===== src/hw/rtl/p80_pkg.sv =====
// p80_pkg: shared types, constants and round functions for the PRESENT-80 encryptor
// no dependencies; imported by the controller, datapath and top level
package p80_pkg;

  localparam int unsigned BLK_W     = 64;
  localparam int unsigned KEY_W     = 80;
  localparam int unsigned KEY_LO_W  = 64;
  localparam int unsigned KEY_HI_W  = 16;
  localparam int unsigned RND_W     = 5;
  localparam int unsigned CFG_IDX_W = 1;

  localparam logic [RND_W-1:0] LAST_ROUND  = 5'd31;
  localparam logic [RND_W-1:0] FIRST_ROUND = 5'd1;

  // configuration register indexes
  localparam logic [CFG_IDX_W-1:0] REG_KEY_LOW  = 1'b0;
  localparam logic [CFG_IDX_W-1:0] REG_KEY_HIGH = 1'b1;

  typedef enum logic [1:0] {
    ST_IDLE,
    ST_RUN,
    ST_FINISH
  } p80_state_t;

  // controller to datapath
  typedef struct packed {
    logic load;
    logic round;
    logic finish;
  } p80_cmd_t;

  // datapath to controller
  typedef struct packed {
    logic last_round;
  } p80_sts_t;

  localparam logic [3:0] SBOX [16] = '{
    4'hC, 4'h5, 4'h6, 4'hB, 4'h9, 4'h0, 4'hA, 4'hD,
    4'h3, 4'hE, 4'hF, 4'h8, 4'h4, 4'h7, 4'h1, 4'h2
  };

  function automatic logic [BLK_W-1:0] sub_layer(input logic [BLK_W-1:0] x);
    logic [BLK_W-1:0] y;
    y = '0;
    for (int i = 0; i < BLK_W / 4; i++) begin
      y[4*i +: 4] = SBOX[x[4*i +: 4]];
    end
    return y;
  endfunction

  // bit b moves to b/4 + 16*(b%4)
  function automatic logic [BLK_W-1:0] perm_layer(input logic [BLK_W-1:0] x);
    logic [BLK_W-1:0] y;
    y = '0;
    for (int b = 0; b < BLK_W; b++) begin
      y[(b / 4) + 16 * (b % 4)] = x[b];
    end
    return y;
  endfunction

  // rotate right by 19, s-box on top nibble, round number into bits 19..15
  function automatic logic [KEY_W-1:0] key_update(input logic [KEY_W-1:0] k,
                                                  input logic [RND_W-1:0] rnd);
    logic [KEY_W-1:0] rot;
    rot = {k[18:0], k[KEY_W-1:19]};
    rot[KEY_W-1 -: 4] = SBOX[rot[KEY_W-1 -: 4]];
    rot[19:15] = rot[19:15] ^ rnd;
    return rot;
  endfunction

endpackage


===== src/hw/rtl/p80_ctrl.sv =====
// p80_ctrl: request sequencer for the PRESENT-80 encryptor
// depends on p80_pkg; drives commands to p80_datapath
module p80_ctrl import p80_pkg::*; (
  input  logic     clk,
  input  logic     rst_n,
  input  logic     start,
  input  p80_sts_t sts,
  output p80_cmd_t cmd,
  output logic     busy,
  output logic     out_valid
);

  p80_state_t state_r, state_nxt;
  logic       out_valid_r, out_valid_nxt;

  always_ff @(posedge clk) begin
    if (!rst_n) begin
      state_r     <= ST_IDLE;
      out_valid_r <= 1'b0;
    end else begin
      state_r     <= state_nxt;
      out_valid_r <= out_valid_nxt;
    end
  end

  always_comb begin
    state_nxt     = state_r;
    cmd           = '0;
    out_valid_nxt = 1'b0;
    unique case (state_r)
      ST_IDLE: begin
        if (start) begin
          cmd.load  = 1'b1;
          state_nxt = ST_RUN;
        end
      end
      ST_RUN: begin
        cmd.round = 1'b1;
        if (sts.last_round) begin
          state_nxt = ST_FINISH;
        end
      end
      ST_FINISH: begin
        cmd.finish    = 1'b1;
        out_valid_nxt = 1'b1;
        state_nxt     = ST_IDLE;
      end
      default: begin
        state_nxt = ST_IDLE;
      end
    endcase
  end

  assign busy      = (state_r != ST_IDLE);
  assign out_valid = out_valid_r;

endmodule


===== src/hw/rtl/p80_datapath.sv =====
// p80_datapath: key configuration, round state, key schedule and output register
// depends on p80_pkg; commanded by p80_ctrl
module p80_datapath import p80_pkg::*; (
  input  logic                 clk,
  input  logic                 rst_n,
  input  p80_cmd_t             cmd,
  output p80_sts_t             sts,
  input  logic                 cfg_we,
  input  logic [CFG_IDX_W-1:0] cfg_index,
  input  logic [KEY_LO_W-1:0]  cfg_wdata,
  input  logic [BLK_W-1:0]     plaintext,
  output logic [BLK_W-1:0]     ciphertext
);

  logic [KEY_LO_W-1:0] key_low_r;
  logic [KEY_HI_W-1:0] key_high_r;
  logic [BLK_W-1:0]    blk_r, blk_nxt;
  logic [KEY_W-1:0]    rkey_r, rkey_nxt;
  logic [RND_W-1:0]    rnd_r, rnd_nxt;
  logic [BLK_W-1:0]    ct_r;
  logic [BLK_W-1:0]    mixed;

  always_ff @(posedge clk) begin
    if (!rst_n) begin
      key_low_r  <= '0;
      key_high_r <= '0;
    end else if (cfg_we) begin
      unique case (cfg_index)
        REG_KEY_LOW:  key_low_r  <= cfg_wdata;
        REG_KEY_HIGH: key_high_r <= cfg_wdata[KEY_HI_W-1:0];
        default: ;
      endcase
    end
  end

  assign mixed = blk_r ^ rkey_r[KEY_W-1 -: BLK_W];

  always_comb begin
    blk_nxt  = blk_r;
    rkey_nxt = rkey_r;
    rnd_nxt  = rnd_r;
    if (cmd.load) begin
      blk_nxt  = plaintext;
      rkey_nxt = {key_high_r, key_low_r};
      rnd_nxt  = FIRST_ROUND;
    end else if (cmd.round) begin
      blk_nxt  = perm_layer(sub_layer(mixed));
      rkey_nxt = key_update(rkey_r, rnd_r);
      rnd_nxt  = rnd_r + RND_W'(1);
    end
  end

  always_ff @(posedge clk) begin
    blk_r  <= blk_nxt;
    rkey_r <= rkey_nxt;
    rnd_r  <= rnd_nxt;
    if (cmd.finish) begin
      ct_r <= mixed;
    end
  end

  assign sts.last_round = (rnd_r == LAST_ROUND);
  assign ciphertext     = ct_r;

endmodule


===== src/hw/rtl/present80_block_encrypt.sv =====
// present80_block_encrypt: PRESENT-80 block encryption, one round per clock
// depends on p80_pkg, p80_ctrl and p80_datapath
//
// sequence: a taken request is loaded, runs 31 rounds and a final key addition; the
//   ciphertext and the out_valid strobe are registered together in that final step
// a new request is taken only once the block is idle again, set by the single shared round unit
// busy is high from the accepting edge until the final key addition is done
// reset (rst_n low, synchronous) returns to idle, drops out_valid and clears the key
// results cannot be held off: out_valid is a one-cycle strobe
module present80_block_encrypt import p80_pkg::*; (
  input  logic                 clk,
  input  logic                 rst_n,
  // request channel
  input  logic                 start,
  output logic                 busy,
  input  logic [BLK_W-1:0]     in_plaintext,
  // result channel
  output logic                 out_valid,
  output logic [BLK_W-1:0]     out_ciphertext,
  // key configuration: index 0 key bits 63..0, index 1 key bits 79..64
  input  logic                 cfg_we,
  input  logic [CFG_IDX_W-1:0] cfg_index,
  input  logic [KEY_LO_W-1:0]  cfg_wdata
);

  // command and status between sequencer and round datapath
  p80_cmd_t cmd;
  p80_sts_t sts;

  // sequencer: idle -> rounds until the last round -> final key addition -> idle
  p80_ctrl u_ctrl (
    .clk       (clk),
    .rst_n     (rst_n),
    .start     (start),
    .sts       (sts),
    .cmd       (cmd),
    .busy      (busy),
    .out_valid (out_valid)
  );

  // datapath: key registers, block state, key schedule and ciphertext register
  p80_datapath u_dp (
    .clk        (clk),
    .rst_n      (rst_n),
    .cmd        (cmd),
    .sts        (sts),
    .cfg_we     (cfg_we),
    .cfg_index  (cfg_index),
    .cfg_wdata  (cfg_wdata),
    .plaintext  (in_plaintext),
    .ciphertext (out_ciphertext)
  );

endmodule


===== config.mk =====
export PLATFORM = sky130hd
export DESIGN_NAME = present80_block_encrypt
export DESIGN_NICKNAME = d
export VERILOG_FILES = /design/src/hw/rtl/p80_pkg.sv /design/src/hw/rtl/p80_ctrl.sv /design/src/hw/rtl/p80_datapath.sv /design/src/hw/rtl/present80_block_encrypt.sv
export SDC_FILE = /design/constraint.sdc
export NUM_CORES = 1
export LEC_CHECK = 0
export ABC_AREA = 1
export BUFFER_PORTS_ARGS = -buffer_cell sky130_fd_sc_hd__buf_2
export CORE_MARGIN = 2
export CORE_UTILIZATION = 53
export DETAILED_ROUTE_END_ITERATION = 8
export GPL_TIMING_DRIVEN = 1
export HOLD_SLACK_MARGIN = 0.12
export PLACE_DENSITY = 0.88
export SLEW_MARGIN = 20
export SYNTH_ARGS = -nofsm -noshare
export SYNTH_HDL_FRONTEND = slang
export SYNTH_SLANG_ARGS = --single-unit
export TNS_END_PERCENT = 100

===== constraint.sdc =====
create_clock -name clk -period 4.1 [get_ports clk]
set_input_delay 0.41 -clock clk [delete_from_list [all_inputs] [get_ports clk]]
set_output_delay 0.41 -clock clk [all_outputs]
set_load 0.02 [all_outputs]

== After elaboration in Yosys (flattened, before gate mapping) ==
Memories as Yosys holds them, arrays and structs flattened.
Index checks and enable logic that the tools add are counted.
Operators by class
  reduce and logical (&&, ||, !) cells: 6
  add/subtract/negate cells: 1
  magnitude comparators: 17
  eq/ne operators: 5
  bitwise operators: 20
  multiplexer cells: 45
Operator list (number)
  two-way mux 80 bit: 2
  two-way mux 4 bit: 34
  two-way mux 64 bit: 2
  >= comparator 5 bit, second input constant: 17
  inverter 4 -> 5 bit: 17
  XOR 64 bit: 1
  AND reduction 2 bit: 3
  adder 5 x 1 -> 5 bit, second input constant: 1
  equality test 5 bit, second input constant: 1
  XOR 5 bit: 1
  two-way mux 1 bit: 4
  two-way mux 2 bit: 2
  inequality test 2 bit, second input constant: 2
  case mux 2 bit (2 select lines): 1
  nonzero test 2 bit: 2
  equality test 2 x 1 -> 1 bit, second input constant: 1
  equality test 2 bit, second input constant: 1
  zero test 2 bit: 1
  inverter 1 bit: 1
Storage, ports and cells
  memory bits (read-only): 1088
  logic and storage cells: 119
  memories: 17
  bits in registers: 296
Memory list
  (name not given): depth 16, bits a word 4, read ports 1, clocked after Yosys merged registers in 0, write ports 0, RTL line p80_pkg.sv:46  | y[4*i +: 4] = SBOX[x[4*i +: 4]];
  (name not given): depth 16, bits a word 4, read ports 1, clocked after Yosys merged registers in 0, write ports 0, RTL line p80_pkg.sv:46
  (name not given): depth 16, bits a word 4, read ports 1, clocked after Yosys merged registers in 0, write ports 0, RTL line p80_pkg.sv:46
  (name not given): depth 16, bits a word 4, read ports 1, clocked after Yosys merged registers in 0, write ports 0, RTL line p80_pkg.sv:46
  (name not given): depth 16, bits a word 4, read ports 1, clocked after Yosys merged registers in 0, write ports 0, RTL line p80_pkg.sv:46
  (name not given): depth 16, bits a word 4, read ports 1, clocked after Yosys merged registers in 0, write ports 0, RTL line p80_pkg.sv:46
  11 more memories

== Depth between registers and ports, before layout ==
  depth after elaboration: 7
  gate-level depth with buffers: 12

== Modules after synthesis ==
Synthesis repeated with hierarchy kept, for this count alone.
Second synthesis, totals
  cell total of the unflattened synthesis: 1894
  area, all modules: 15288.4 um^2
By module, submodules not included
  p80_datapath: times used 1, area an instance 15142.0 um^2, seq. area each 7947.6 um^2, cells an instance 1875
  p80_ctrl: times used 1, area an instance 146.4 um^2, seq. area each 60.1 um^2, cells an instance 19

== Worst setup path after synthesis ==
OpenSTA, ideal clock, no wires.
  kind: register -> register
  from: register u_ctrl.state_r[0]
  to: register u_dp.blk_r[0], enable pin
  arrival time: 3.965 ns
  path slack: -0.374 ns
  period minus slack after synthesis: 4.474 ns
  library setup time: 0.509 ns
  buffers on the path: 2
  cell stages (with the launch flop): 6
  required time: 3.591 ns
  cells stage by stage: dfxtp_1 nor2_2 nand2_4 buf_2 buf_2 nand2_1
On the way
  word-level cells in the longest chain between the ends: 3
Ends and longest elaborated chain
  start: declaration: RTL line p80_ctrl.sv:13  | p80_state_t state_r, state_nxt;
  start signal: assignment: RTL line p80_ctrl.sv:21  | state_r <= state_nxt;
  equality test 2 x 1 -> 1 bit or zero test 2 bit (tied branches): RTL line p80_ctrl.sv:30  | unique case (state_r)
  two-way mux 1 bit: RTL line p80_ctrl.sv:30
  nonzero test 2 bit (no line) *
  end signal: assignment: RTL line p80_datapath.sv:54  | blk_r <= blk_nxt;
  end: declaration: RTL line p80_datapath.sv:17  | logic [BLK_W-1:0] blk_r, blk_nxt;
Mark *: on every way between the ends. The rest lies on a longest branch, timed or not.
A chain may end at the register's enable or synchronous reset.

== Worst setup path after layout ==
  from: register u_ctrl.state_r[0]
  to: register u_dp.rkey_r[16] (data pin)
On the way
  word-level cells in the longest chain between the ends: 3
Ends and longest elaborated chain
  zero test 2 bit: RTL line p80_ctrl.sv:30
  two-way mux 1 bit: RTL line p80_ctrl.sv:30
  two-way mux 80 bit: RTL line p80_datapath.sv:42  | if (cmd.load) begin
  via u_dp.rkey_nxt[16]: RTL line p80_datapath.sv:18  | logic [KEY_W-1:0] rkey_r, rkey_nxt;
  end signal: assignment: RTL line p80_datapath.sv:55  | rkey_r <= rkey_nxt;
  end: declaration: RTL line p80_datapath.sv:18
The timed path passes the listed nets, and every way through them passes these cells.

==> run summary <==
In the post-synthesis netlist, the biggest area contributors are sky130_fd_sc_hd__edfxtp_1, sky130_fd_sc_hd__nand2_1, sky130_fd_sc_hd__dfxtp_1. IR analysis of the VDD net gives a maximum drop of 0.3352 mV. The post-synthesis area per instance is 8.025 µm², and the net total in the final layout is 2311.

The classification of the worst setup path was flop to flop. The instance count along the most critical hold path was 3; the overall track demand over capacity in global routing was 27.79%. Based on the critical path, the design can be clocked at up to 371.9 MHz.

The tools report the sum of negative setup slack as 0 ps. The multiplexer area fraction after synthesis was 0%; the slew at the pin with the worst max-slew slack was 743.3 ps. Setup violations remaining at the end of the flow were counted as 0. Detailed placement finished with a half-perimeter wire length of 30.44 mm.

The number of buffers added by the clock tree synthesis step came out at 31. The library cell occupying the most area in the post-synthesis netlist is sky130_fd_sc_hd__edfxtp_1. The share of layout cells above drive strength 1 is 12.20%. The run gives 0 as the number of antenna violations at the first check in global routing. The region available for standard cell placement spans 27930 µm². The number of hold violations in the final report is 0, and the routed wire length per instance is 16.93 µm.

The tools report the number of slew-limit violations in the final report as 0. The CTS root buffer was sky130_fd_sc_hd__clkbuf_16. In this run the count of I/O pins placed on the die edge is 199. The area share of fa/ha/maj cells after synthesis was 4.544%. The layout has 2196 filler cells. The synthesized netlist contains 25 unique library cells. For this run, design rule violations remaining after detail routing come to 0. The die extent in x is 173.0 µm, and the antenna cell count is 0. Power spread over the standard cell area amounts to 582.6 nW/µm². The run gives 6 as the total iterations of the first detailed-routing run. Of the total synthesized cell area, the portion taken by AND, OR, NAND and NOR gates is 28.42%. For the worst-skew pair, the clock arrives at the later sink with an insertion delay of 560 ps. The cell area after technology mapping was 15140 µm²; the number of vias per cell after detailed routing was 5.404. The die is 173.0 µm tall. Entering global routing, the biggest net connects 145 pins.

For the final estimated routing congestion in global placement, the log shows 0.9630. The completed layout was analyzed and its total power is 10.48 mW. Measured in cells, the most critical reg-to-reg path has a length of 5. The count of input and output buffers was 198.

Category of the worst setup path capture point: a flop. The main combinational cell family by area after synthesis was simple AND/OR/NAND/NOR gates. Clock skew on the completed layout was measured at 23.10 ps. The tools report the worst setup slack before clock tree synthesis as 1472 ps. CTS saw 296 sinks. STA puts the critical path data required time at 4390 ps. The first global-routing pass estimated 65.77 mm of wire.

For the sum of overflow across all layers after global routing, the log shows 0. The area growth from synthesis to layout is 18.79%. The run finished with clean final reports. The run gives 1887 as the synthesized instance count. Launching element type of the critical path: a flop. The tools report the worst-case clock buffer depth as 3. TritonCTS built the clock tree. Yosys printed 0 warnings.

Of the synthesized area, sequential elements account for 52.88%. The via count of the first global-routing pass was 12576. For this design, the CTS-stage hold fixing added 52 buffers. After the first detailed-routing iteration, the DRC count stood at 1538. The logs give 0 for the number of buffers inserted to repair setup after CTS and 2970 ps for the data arrival time of the worst path. The final worst slack is 1411 ps, and the final period demand of the worst path is 2689 ps.

After layout, the worst path uses 65.58% of the clock period. The area share of the largest cell type after synthesis is 41.25%. Once the floorplan was initialized, standard cells occupied 54.21% of the core.

The leakage power total is 8.674 nW. Max-cap violations in this run came to 0. The run gives 50.45% as the headroom to the max-slew limit.

When the netlist entered floorplanning its net count stood at 2075. The floorplan step defined a die boundary enclosing 29940 µm². Setup repair after global routing left no endpoint under its margin. In this run the core area contains 61 standard-cell rows. The compound-gate portion of the synthesized area was 5.263%.

The tightest min-delay check is of the primary input to flop type. The synthesized design contains 296 register bits. The number of H-tree levels was 1.

The clock-pin slew on the worst setup and hold paths was 70 ps. The worst-path maximum fanout was 72. In this run the remaining antenna-violating nets after routing total 0.

After detailed routing, the total wire length is 42.75 mm. Xor-xnor portion of the synthesized cell area: 1.909%. Number of instances resized during post-cts repair: 0. Summing over every cut layer, the via total after detailed routing is 13644.
[layout by cell type (no fill, tap or decap), types with 2 or more instances in the layout]
| cell type | synthesis | routed |
|---|---|---|
| sky130_fd_sc_hd__clkinv_1 | 0 | 4 |
| sky130_fd_sc_hd__o211ai_1 | 2 | 2 |
| sky130_fd_sc_hd__nand2_1 | 726 | 725 |
| sky130_fd_sc_hd__nor3_1 | 5 | 5 |
| sky130_fd_sc_hd__dlygate4sd3_1 | 0 | 52 |
| sky130_fd_sc_hd__o21ai_1 | 9 | 9 |
| sky130_fd_sc_hd__ha_1 | 55 | 55 |
| sky130_fd_sc_hd__clkbuf_8 | 0 | 2 |
| sky130_fd_sc_hd__nor2_4 | 0 | 2 |
| sky130_fd_sc_hd__edfxtp_1 | 208 | 208 |
| sky130_fd_sc_hd__inv_1 | 203 | 203 |
| sky130_fd_sc_hd__clkbuf_16 | 0 | 32 |
| sky130_fd_sc_hd__a21oi_1 | 8 | 8 |
| sky130_fd_sc_hd__buf_4 | 13 | 7 |
| sky130_fd_sc_hd__dfxtp_1 | 88 | 88 |
| sky130_fd_sc_hd__o21ai_0 | 138 | 138 |
| sky130_fd_sc_hd__clkbuf_1 | 29 | 7 |
| sky130_fd_sc_hd__clkinv_2 | 0 | 7 |
| sky130_fd_sc_hd__xnor2_1 | 24 | 24 |
| sky130_fd_sc_hd__nand3_1 | 171 | 171 |
| sky130_fd_sc_hd__nor2_1 | 178 | 176 |
| sky130_fd_sc_hd__buf_2 | 11 | 198 |
| sky130_fd_sc_hd__xor2_1 | 9 | 9 |
| sky130_fd_sc_hd__bufinv_16 | 0 | 3 |
[cells in the mapped netlist (all sizes together)]
cell type,number
buf,27
ha,55
inv,205
xnor2,24
edfxtp,208
clkbuf,29
a31oi,1
nor2,179
xor2,9
nand2,728
dfxtp,88
nand3,171
o21ai,147
nor3,5
o211ai,2
or2,1
a21oi,8
[metal layers]
layer | share of wire, % | vias to the layer above | track usage (%)
li1 | - | 6515 | -
met1 | 39 | 6245 | 37.10
met2 | 46 | 777 | 45.65
met3 | 11 | 107 | 4.200
met4 | 4.2 | 0 | 11.23
met5 | 0 | - | 0
[per-stage QoR]
step / std cells / utilization [%] / hold slack (ps) / area (µm²)
global route: 2525 / 64.40 / 137.0 / 17990
floorplan: 1887 / - / 455.4 / 15150
global placement: 2415 / 58.80 / 464.9 / 16430
detailed placement: 2415 / 58.80 / 481.7 / 16430
CTS: 2524 / 64.30 / 121.5 / 17960
finish: 2525 / 64.40 / 123.8 / 17990
[state kept, by name, summed over array words and instances (netlist names)]
name,cells
u_dp.blk_r,64
u_dp.ciphertext,64
u_ctrl.state_r,2
u_dp.key_low_r,64
u_ctrl.out_valid,1
u_dp.rnd_r,5
u_dp.rkey_r,80
u_dp.key_high_r,16
[critical path, cell delays in order (launching register included)]
cell	delay (ps)
sky130_fd_sc_hd__dfxtp_1	360
sky130_fd_sc_hd__nor2_2	180
sky130_fd_sc_hd__nand2_4	400
sky130_fd_sc_hd__inv_4	700
sky130_fd_sc_hd__buf_4	500
sky130_fd_sc_hd__o21ai_0	180
[area by class of cell]
| class | instances | area, µm² | area share [%] |
|---|---|---|---|
| sequential | 296 | 8008 | 44.52 |
| multi-input combinational | 1330 | 6110 | 33.96 |
| timing repair buffer | 259 | 1612 | 8.959 |
| clock buffer | 41 | 854.6 | 4.751 |
| inverter | 205 | 772.0 | 4.292 |
| tap | 378 | 473.0 | 2.629 |
| clock inverter | 16 | 160.2 | 0.8903 |
[worst paths after layout]
kind	startpoint	endpoint	slack, ps
worst max register to register	u_ctrl.state_r[0]	u_dp.rkey_r[16]	1410
worst max-delay path	u_ctrl.state_r[0]	u_dp.rkey_r[16]	1410
worst min-delay path	cfg_wdata[23]	u_dp.key_low_r[23]	120
worst min register to register	u_dp.key_high_r[11]	u_dp.key_high_r[11]	490
[power by group]
part / switching (mW) / internal, mW
clock: 1.16 / 1.65
sequential: 0.322 / 3.82
combinational: 2.38 / 1.15
[cells by family after synthesis]
group / count (synthesis)
buf+inv: 261
simple gates: 1084
fa+ha+maj: 55
flops: 296
compound gates: 158
xor+xnor: 33
Note: power is estimated with default switching activity, not from simulation.
